==> config.mk <==
export PLATFORM = sky130hd
export DESIGN_NAME = roi_slab
export DESIGN_NICKNAME = d
export VERILOG_FILES = /design/src/rtl/core/roi_pkg.sv /design/src/rtl/core/roi_slab.sv
export SDC_FILE = /design/constraint.sdc
export NUM_CORES = 2
export LEC_CHECK = 0
export BUFFER_PORTS_ARGS = -buffer_cell sky130_fd_sc_hd__clkbuf_2
export CORE_AREA = 4 4 398 400
export DETAILED_ROUTE_END_ITERATION = 12
export DIE_AREA = 0 0 402 404
export PLACE_DENSITY = 0.69
export REMOVE_ABC_BUFFERS = 1
export SYNTH_ARGS = -nofsm -noshare
export SYNTH_HDL_FRONTEND = slang
export SYNTH_SLANG_ARGS = --single-unit
export TNS_END_PERCENT = 10
==> constraint.sdc <==
create_clock -name clk -period 7.7 [get_ports clk]
set_input_delay 1.155 -clock clk [delete_from_list [all_inputs] [get_ports clk]]
set_output_delay 1.155 -clock clk [all_outputs]
set_load 0.01 [all_outputs]
==> src/rtl/core/roi_pkg.sv <==
`timescale 1ns / 1ps
// Shared types and constants of the ray and oriented box intersection unit.
package roi_pkg;

	localparam int QBITS     = 34;
	localparam int NUM_W     = 64;
	localparam int DEN_W     = 32;
	localparam int REM_W     = NUM_W + 2;
	localparam int LANES     = 4;
	localparam int LANE_X_LO = 0;
	localparam int LANE_X_HI = 1;
	localparam int LANE_Y_LO = 2;
	localparam int LANE_Y_HI = 3;

	localparam logic [14:0] EPS_RESET = 15'd1;

	typedef struct packed {
		logic signed [31:0] origin_x;
		logic signed [31:0] origin_y;
		logic signed [15:0] dir_x;
		logic signed [15:0] dir_y;
		logic [30:0]        max_distance;
		logic signed [31:0] center_x;
		logic signed [31:0] center_y;
		logic signed [15:0] right_axis_x;
		logic signed [15:0] right_axis_y;
		logic [30:0]        half_width;
		logic [30:0]        half_height;
	} item_t;

	typedef struct packed {
		logic signed [31:0] origin_x;
		logic signed [31:0] origin_y;
		logic signed [15:0] dir_x;
		logic signed [15:0] dir_y;
		logic signed [15:0] right_axis_x;
		logic signed [15:0] right_axis_y;
		logic [30:0]        max_distance;
		logic [44:0]        hwq;
		logic [44:0]        hhq;
		logic signed [49:0] lox;
		logic signed [49:0] loy;
		logic signed [32:0] ldx;
		logic signed [32:0] ldy;
		logic               par_x;
		logic               par_y;
		logic               rej_x;
		logic               rej_y;
	} side_t;

	typedef struct packed {
		logic [NUM_W-1:0] num;
		logic [DEN_W-1:0] den;
		logic             neg;
	} div_op_t;

	typedef struct packed {
		logic [QBITS-1:0] q;
		logic             sat;
		logic             neg;
	} div_res_t;

	typedef struct packed {
		side_t       side;
		logic        hit;
		logic [30:0] t;
	} slab_res_t;

	typedef struct packed {
		logic               hit;
		logic [30:0]        distance;
		logic signed [31:0] point_x;
		logic signed [31:0] point_y;
		logic signed [15:0] normal_x;
		logic signed [15:0] normal_y;
	} result_t;

endpackage

==> src/rtl/core/roi_slab.sv <==
`timescale 1ns / 1ps
// Slab stages: signed saturated distances, interval sort, clip against both axes.
module roi_slab (
	input  logic                  clk,
	input  logic                  arst_n,
	input  logic                  en,
	input  logic                  in_valid,
	input  roi_pkg::side_t        in_side,
	input  roi_pkg::div_res_t     res [roi_pkg::LANES],
	output logic                  valid,
	output roi_pkg::slab_res_t    out_res
);

	localparam logic [roi_pkg::QBITS-1:0] TSAT = roi_pkg::QBITS'(64'h1_0000_0000);

	logic               v_s1, v_s2, v_s3, v_s4;
	roi_pkg::side_t     side_s1, side_s2, side_s3;
	logic signed [33:0] t_s1 [roi_pkg::LANES];
	logic signed [33:0] lox_s2, hix_s2, loy_s2, hiy_s2;
	logic signed [33:0] tmin_s3, tmax_s3;
	logic               ok_s3;
	roi_pkg::slab_res_t res_s4;

	logic [roi_pkg::QBITS-1:0] mag [roi_pkg::LANES];
	logic signed [33:0]        maxd, lx, hx, ly, hy, a, b;

	always_ff @(posedge clk or negedge arst_n) begin
		if (!arst_n) begin
			v_s1 <= 1'b0;
			v_s2 <= 1'b0;
			v_s3 <= 1'b0;
			v_s4 <= 1'b0;
		end else if (en) begin
			v_s1 <= in_valid;
			v_s2 <= v_s1;
			v_s3 <= v_s2;
			v_s4 <= v_s3;
		end
	end

	always_comb begin
		for (int l = 0; l < roi_pkg::LANES; l++) begin
			mag[l] = (res[l].sat || res[l].q > TSAT) ? TSAT : res[l].q;
		end
		maxd = $signed({3'b0, side_s1.max_distance});
		lx   = (t_s1[roi_pkg::LANE_X_LO] < t_s1[roi_pkg::LANE_X_HI]) ?
			t_s1[roi_pkg::LANE_X_LO] : t_s1[roi_pkg::LANE_X_HI];
		hx   = (t_s1[roi_pkg::LANE_X_LO] < t_s1[roi_pkg::LANE_X_HI]) ?
			t_s1[roi_pkg::LANE_X_HI] : t_s1[roi_pkg::LANE_X_LO];
		ly   = (t_s1[roi_pkg::LANE_Y_LO] < t_s1[roi_pkg::LANE_Y_HI]) ?
			t_s1[roi_pkg::LANE_Y_LO] : t_s1[roi_pkg::LANE_Y_HI];
		hy   = (t_s1[roi_pkg::LANE_Y_LO] < t_s1[roi_pkg::LANE_Y_HI]) ?
			t_s1[roi_pkg::LANE_Y_HI] : t_s1[roi_pkg::LANE_Y_LO];
		a    = (lox_s2 > 34'sd0) ? lox_s2 : 34'sd0;
		b    = (hix_s2 < $signed({3'b0, side_s2.max_distance})) ?
			hix_s2 : $signed({3'b0, side_s2.max_distance});
	end

	always_ff @(posedge clk) begin
		if (en) begin
			side_s1 <= in_side;
			for (int l = 0; l < roi_pkg::LANES; l++) begin
				t_s1[l] <= res[l].neg ? -$signed(mag[l]) : $signed(mag[l]);
			end

			side_s2 <= side_s1;
			lox_s2  <= side_s1.par_x ? 34'sd0 : lx;
			hix_s2  <= side_s1.par_x ? maxd : hx;
			loy_s2  <= side_s1.par_y ? 34'sd0 : ly;
			hiy_s2  <= side_s1.par_y ? maxd : hy;

			side_s3 <= side_s2;
			tmin_s3 <= (loy_s2 > a) ? loy_s2 : a;
			tmax_s3 <= (hiy_s2 < b) ? hiy_s2 : b;
			ok_s3   <= !(side_s2.par_x && side_s2.rej_x) && !(side_s2.par_y && side_s2.rej_y);

			res_s4.side <= side_s3;
			res_s4.hit  <= ok_s3 && (tmin_s3 <= tmax_s3);
			res_s4.t    <= tmin_s3[30:0];
		end
	end

	assign valid   = v_s4;
	assign out_res = res_s4;

endmodule

## Word-level counts from Yosys, hierarchy flattened

Memory sizes are Yosys's and may differ from the RTL's.
Cells that the tools add are included.
Widths: inputs -> output; s select.

- Multiplexer cells: 20
- Add/subtract/negate cells: 4
- Reductions and logical operators: 10
- $lt $le $gt $ge: 11

Operator list:

| operator | number |
|---|---|
| $mux 34 | 16 |
| $gt 34x33->1 const B | 4 |
| $neg 34->34 | 4 |
| $lt 34x34->1 | 3 |
| $mux 31 | 2 |
| $gt 34x1->1 const B | 1 |
| $gt 34x34->1 | 1 |
| $le 34x34->1 | 1 |
| $lt 34x32->1 | 1 |
| $logic_and 1x1->1 | 4 |
| $logic_or 1x1->1 | 4 |
| $logic_not 1->1 | 2 |
| $mux 1 | 2 |

- Output and inout bits: 452
- Register bits: 1,917
- Memory bits (writable): 136
- Memories kept: 1
- Input bits: 567

Memory list:

| memory | words | width | rd ports | clocked after memory_dff | wr ports | line | source |
|---|---|---|---|---|---|---|---|
| t_s1 | 4 | 34 | 4 | 0 | 4 | roi_slab.sv:18 | `logic signed [33:0] t_s1 [roi_pkg::LANES];` |

## Logic depth before layout (Yosys ltp)

- Depth in word-level cells: 5
- Gate-level depth with buffers: 22

## Worst setup path before layout

OpenSTA, ideal clock, no wires.

- Path type: register -> register
- Start: reg side_s2[283] (netlist bit)
- End: reg tmax_s3[10] (data pin)
- Path buffers: 3
- Cell stages (with the launch flop): 23
- Data arrival time: 5.015 ns
- Clock period less this slack: 5.280 ns
- Slack: 2.420 ns
- Cell sequence: edfxtp_1 -> inv_1 -> ha_1 -> a21o_1 -> a21o_1 -> a21oi_1 -> o21ai_0 -> a211oi_1 -> o211ai_1 -> a221o_1 -> ha_1 -> clkbuf_1 -> buf_1 -> mux2i_1 -> ha_1 -> and4_1 -> nand4_1 -> or2_2 -> o22ai_1 -> o21ai_0 -> a32oi_1 -> buf_2 -> mux2i_1

- Word-level cells in the longest chain between the ends: 4

RTL lines:

| what | line | source |
|---|---|---|
| from (decl) | roi_slab.sv:17 | `roi_pkg::side_t side_s1, side_s2, side_s3;` |
| from (signal assigned) | roi_slab.sv:66 | `side_s2 <= side_s1;` |
| $lt 34x32->1 | roi_slab.sv:55 | `b = (hix_s2 < $signed({3'b0, side_s2.max_distance})) ?` |
| $mux 34 (*) | roi_slab.sv:55 |  |
| $lt 34x34->1 | roi_slab.sv:74 | `tmax_s3 <= (hiy_s2 < b) ? hiy_s2 : b;` |
| $mux 34 (*) | roi_slab.sv:74 |  |
| to (signal assigned) | roi_slab.sv:74 |  |
| to (decl) | roi_slab.sv:20 | `logic signed [33:0] tmin_s3, tmax_s3;` |

Every way passes the cells marked *; elsewhere a longest branch is shown, timed or not.
A chain may end at the register's enable or synchronous reset.

## Worst setup path in the final report

- Start: reg side_s2[279] (netlist bit)
- End: reg tmax_s3[7] (data pin)

The elaborated chain is that of the path after synthesis.

==> impl_metrics.py <==
metrics = {
    "logic_synthesis": {
        "async_flop_share_pct": 0.195,
        "ys_ff_latch": 2053,
        "ys_seq_area_share_pct": 81.9,
        "synth-edff-count": 2049,
        "ys_warn_count": 0,
        "syn_area_per_cell_sq_um": 18.1,
        "synth_cell_types": 77,
        "synth_top_flop_cell": "edfxtp_1",
        "syn-cell-area_sq_um": 75200,
        "synth_cells": 4161,
    },
    "power": {
        "power.density_nw_per_um2": 288,
        "leakagePower_nw": 34.6,
        "worst_ir_drop_vdd_mv": 0.340,
        "p_total_mw": 25.9,
    },
    "routing": {
        "drc": 0,
        "drt-vias-per-instance": 5.28,
        "drt_pre_antenna_iters": 6,
        "ant_nets": 0,
        "drtIter0Drc": 3997,
        "wl_per_cell_um": 24.6,
        "routed_wl_mm": 186,
        "vias": 40000,
    },
    "final_layout": {
        "drive_above_1_share_pct": 26.0,
        "final_area_sq_um": 90000,
        "layoutNonFillerInstCount": 7569,
        "layout-area-overhead-vs-synth_pct": 19.6,
        "fin_util_pct": 58.0,
        "finalNetCount": 6083,
    },
    "grt": {
        "grt_overflow": 0,
        "antenna_found_initial": 58,
        "use_met1_pct": 29.2,
        "use_met2_pct": 36.6,
        "grt_pass1_wl_mm": 265,
        "grt_pass1_vias": 38900,
        "met3_usage_pct": 6.90,
        "grt_max_degree": 194,
        "grt_use_total_pct": 22.5,
        "busiest_layer": "met2",
    },
    "setup_path": {
        "crit_type": "flop to flop",
        "crit_path_end_kind": "flop",
        "start_kind": "flop",
        "cp_max_fo": 25,
        "cp.arrival_ps": 7120,
        "reg2reg_slack_ps": 1220,
        "cp.required_ps": 8340,
    },
    "clock_network": {
        "root_buffer": "clkbuf_16",
        "clkTransAtPathRegs_ps": 60,
        "cts_buffer_depth": 3,
        "htreeDepth": 4,
        "cts_made_buffers": 200,
        "clkLatencyLatePin_ps": 840,
        "cts_sinks": 2053,
        "cts_tree": "built",
        "postCtsResizedCells": 0,
        "holdBufCountCts": 0,
        "post_cts_buffers": 0,
    },
    "timing": {
        "min_period_ps": 6480,
        "finalSetupViolations": 0,
        "rsz0062_at_grt": "no",
        "worst_pin_slew_ps": 1170,
        "worst_slack_ps": 1220,
        "fin_skew_ps": 68.7,
        "hold_viol": 0,
        "fin_setup_tns_ps": 0,
        "fmax_mhz": 154,
        "maxSlewViolCount": 0,
        "finalCritPeriodShare_pct": 84.1,
        "slew_headroom_pct": 22.2,
        "whs_ps": 101,
    },
    "place": {
        "gp_congestion": 0.910,
        "pre_cts_ws_ps": 1130,
        "port_buffers": 1018,
        "dpl.hpwl_mm": 139,
        "dp_cells": 7170,
        "place_area_sq_um": 83000,
    },
    "die": {
        "core_area_sq_um": 155000,
        "die-area_sq_um": 162000,
        "rows": 145,
        "num_io_pins": 1019,
        "die_w_um": 402,
        "die_height_um": 404,
        "start_util_pct": 48.4,
    },
    "min_path": {
        "worstHoldPathType": "primary input to async pin",
    },
    "flow_run": {
        "drv_cap": 0,
    },
    "status": {
        "status": "completed",
    },
}
==> cell usage in the layout, fill, tap and decap left out, types with 31 or more instances in the layout <==
| master | n |
|---|---|
| edfxtp_1 | 2049 |
| nor2_1 | 190 |
| buf_4 | 42 |
| nand3_1 | 65 |
| xor2_1 | 63 |
| a2bb2oi_1 | 31 |
| ha_1 | 202 |
| a21o_1 | 55 |
| or3_1 | 57 |
| o211ai_1 | 36 |
| nand2_1 | 238 |
| clkbuf_2 | 1017 |
| clkbuf_16 | 200 |
| inv_1 | 216 |
| a21oi_1 | 118 |
| o21ai_0 | 126 |
| nand4_1 | 36 |
| mux2i_1 | 135 |
| a221o_1 | 34 |
| clkinv_2 | 38 |
| clkinv_1 | 31 |
| nor3_1 | 40 |
| and2_1 | 40 |
==> Yosys cell counts (all sizes together), types with 31 or more instances <==
cell type	n	share of area, %
edfxtp	2049	82
nand2	238	1.2
inv	216	1.1
ha	202	3.4
nor2	191	0.96
mux2i	135	1.8
o21ai	127	0.84
a21oi	121	0.81
clkbuf	101	0.51
nand3	65	0.43
xor2	63	0.73
or3	57	0.47
a21o	55	0.55
nor3	43	0.30
and2	42	0.35
nand4	36	0.30
o211ai	36	0.36
a221o	34	0.45
a2bb2oi	31	0.36
==> metal layers <==
layer  vias up  wire (um)
met4        24       5730
met5         -        148
met2      1524      90200
met3       325      16300
met1     19600      73800
li1      18500          -
==> worst paths after layout <==
kind / from / to / cells after the start
worst max-delay path: side_s2[279] / tmax_s3[7] / 21
worst min-delay path: arst_n / valid / 1
worst max register to register: side_s2[279] / tmax_s3[7] / 21
worst min register to register: side_s3[297] / out_res[329] / 0
max in group asynchronous: arst_n / v_s1 / 1
min in group clk: side_s3[297] / out_res[329] / 0
==> critical path, cell delays in order, from the launching register on <==
cell,delay [ps]
edfxtp_1,370
inv_1,50
ha_1,310
a21o_1,190
a21o_1,170
a21oi_1,190
o21ai_0,170
a211oi_1,330
o211ai_1,150
a221o_1,360
ha_1,290
buf_4,400
mux2i_1,190
ha_1,330
and4_1,240
nand4_1,140
or2_2,320
o22ai_1,260
o21ai_0,230
a32oi_4,920
buf_4,420
mux2i_1,250
==> final cells by class <==
type / instances / area (sq um)
tap: 2058 / 2570
multi-input combinational: 1775 / 12400
fill: 11900 / 65300
antenna: 29 / 72.6
clock inverter: 140 / 1790
timing repair buffer: 1068 / 5590
inverter: 216 / 811
clock buffer: 230 / 5120
sequential: 2053 / 61600
==> report_power, final <==
part	leakage [nW]	total (mW)	internal, mW	switching, mW
Combinational	11.2	2.15	0.787	1.36
Clock	3.31	10.0	5.78	4.23
Sequential	20.1	13.7	13.3	0.395
==> registers in the layout, indices dropped and copies added (netlist names) <==
signal and flops:
maxd 31, v_s2 1, tmin_s3 34, hiy_s2 34, v_s1 1, ok_s3 1, v_s3 1, lox_s2 34
valid 1, hix_s2 34, tmax_s3 34, out_res 451, t_s1 136, side_s3 419, loy_s2 34, side_s2 419
side_s1 388
==> logic make-up (layout without fill, tap and decap cells) <==
family	after synthesis	after routing	share of synthesized area, %
flip-flops	2053	2053	81.9
AND/OR/NAND/NOR	795	795	5.13
AO/OA/AOI/OAI	560	560	5.11
buffers and inverters	333	1654	1.69
adder cells (fa/ha/maj)	202	202	3.36
multiplexers	145	145	1.95
XOR/XNOR	72	72	0.838
other	1	30	0.00498
Note: power is estimated with default switching activity, not from simulation.
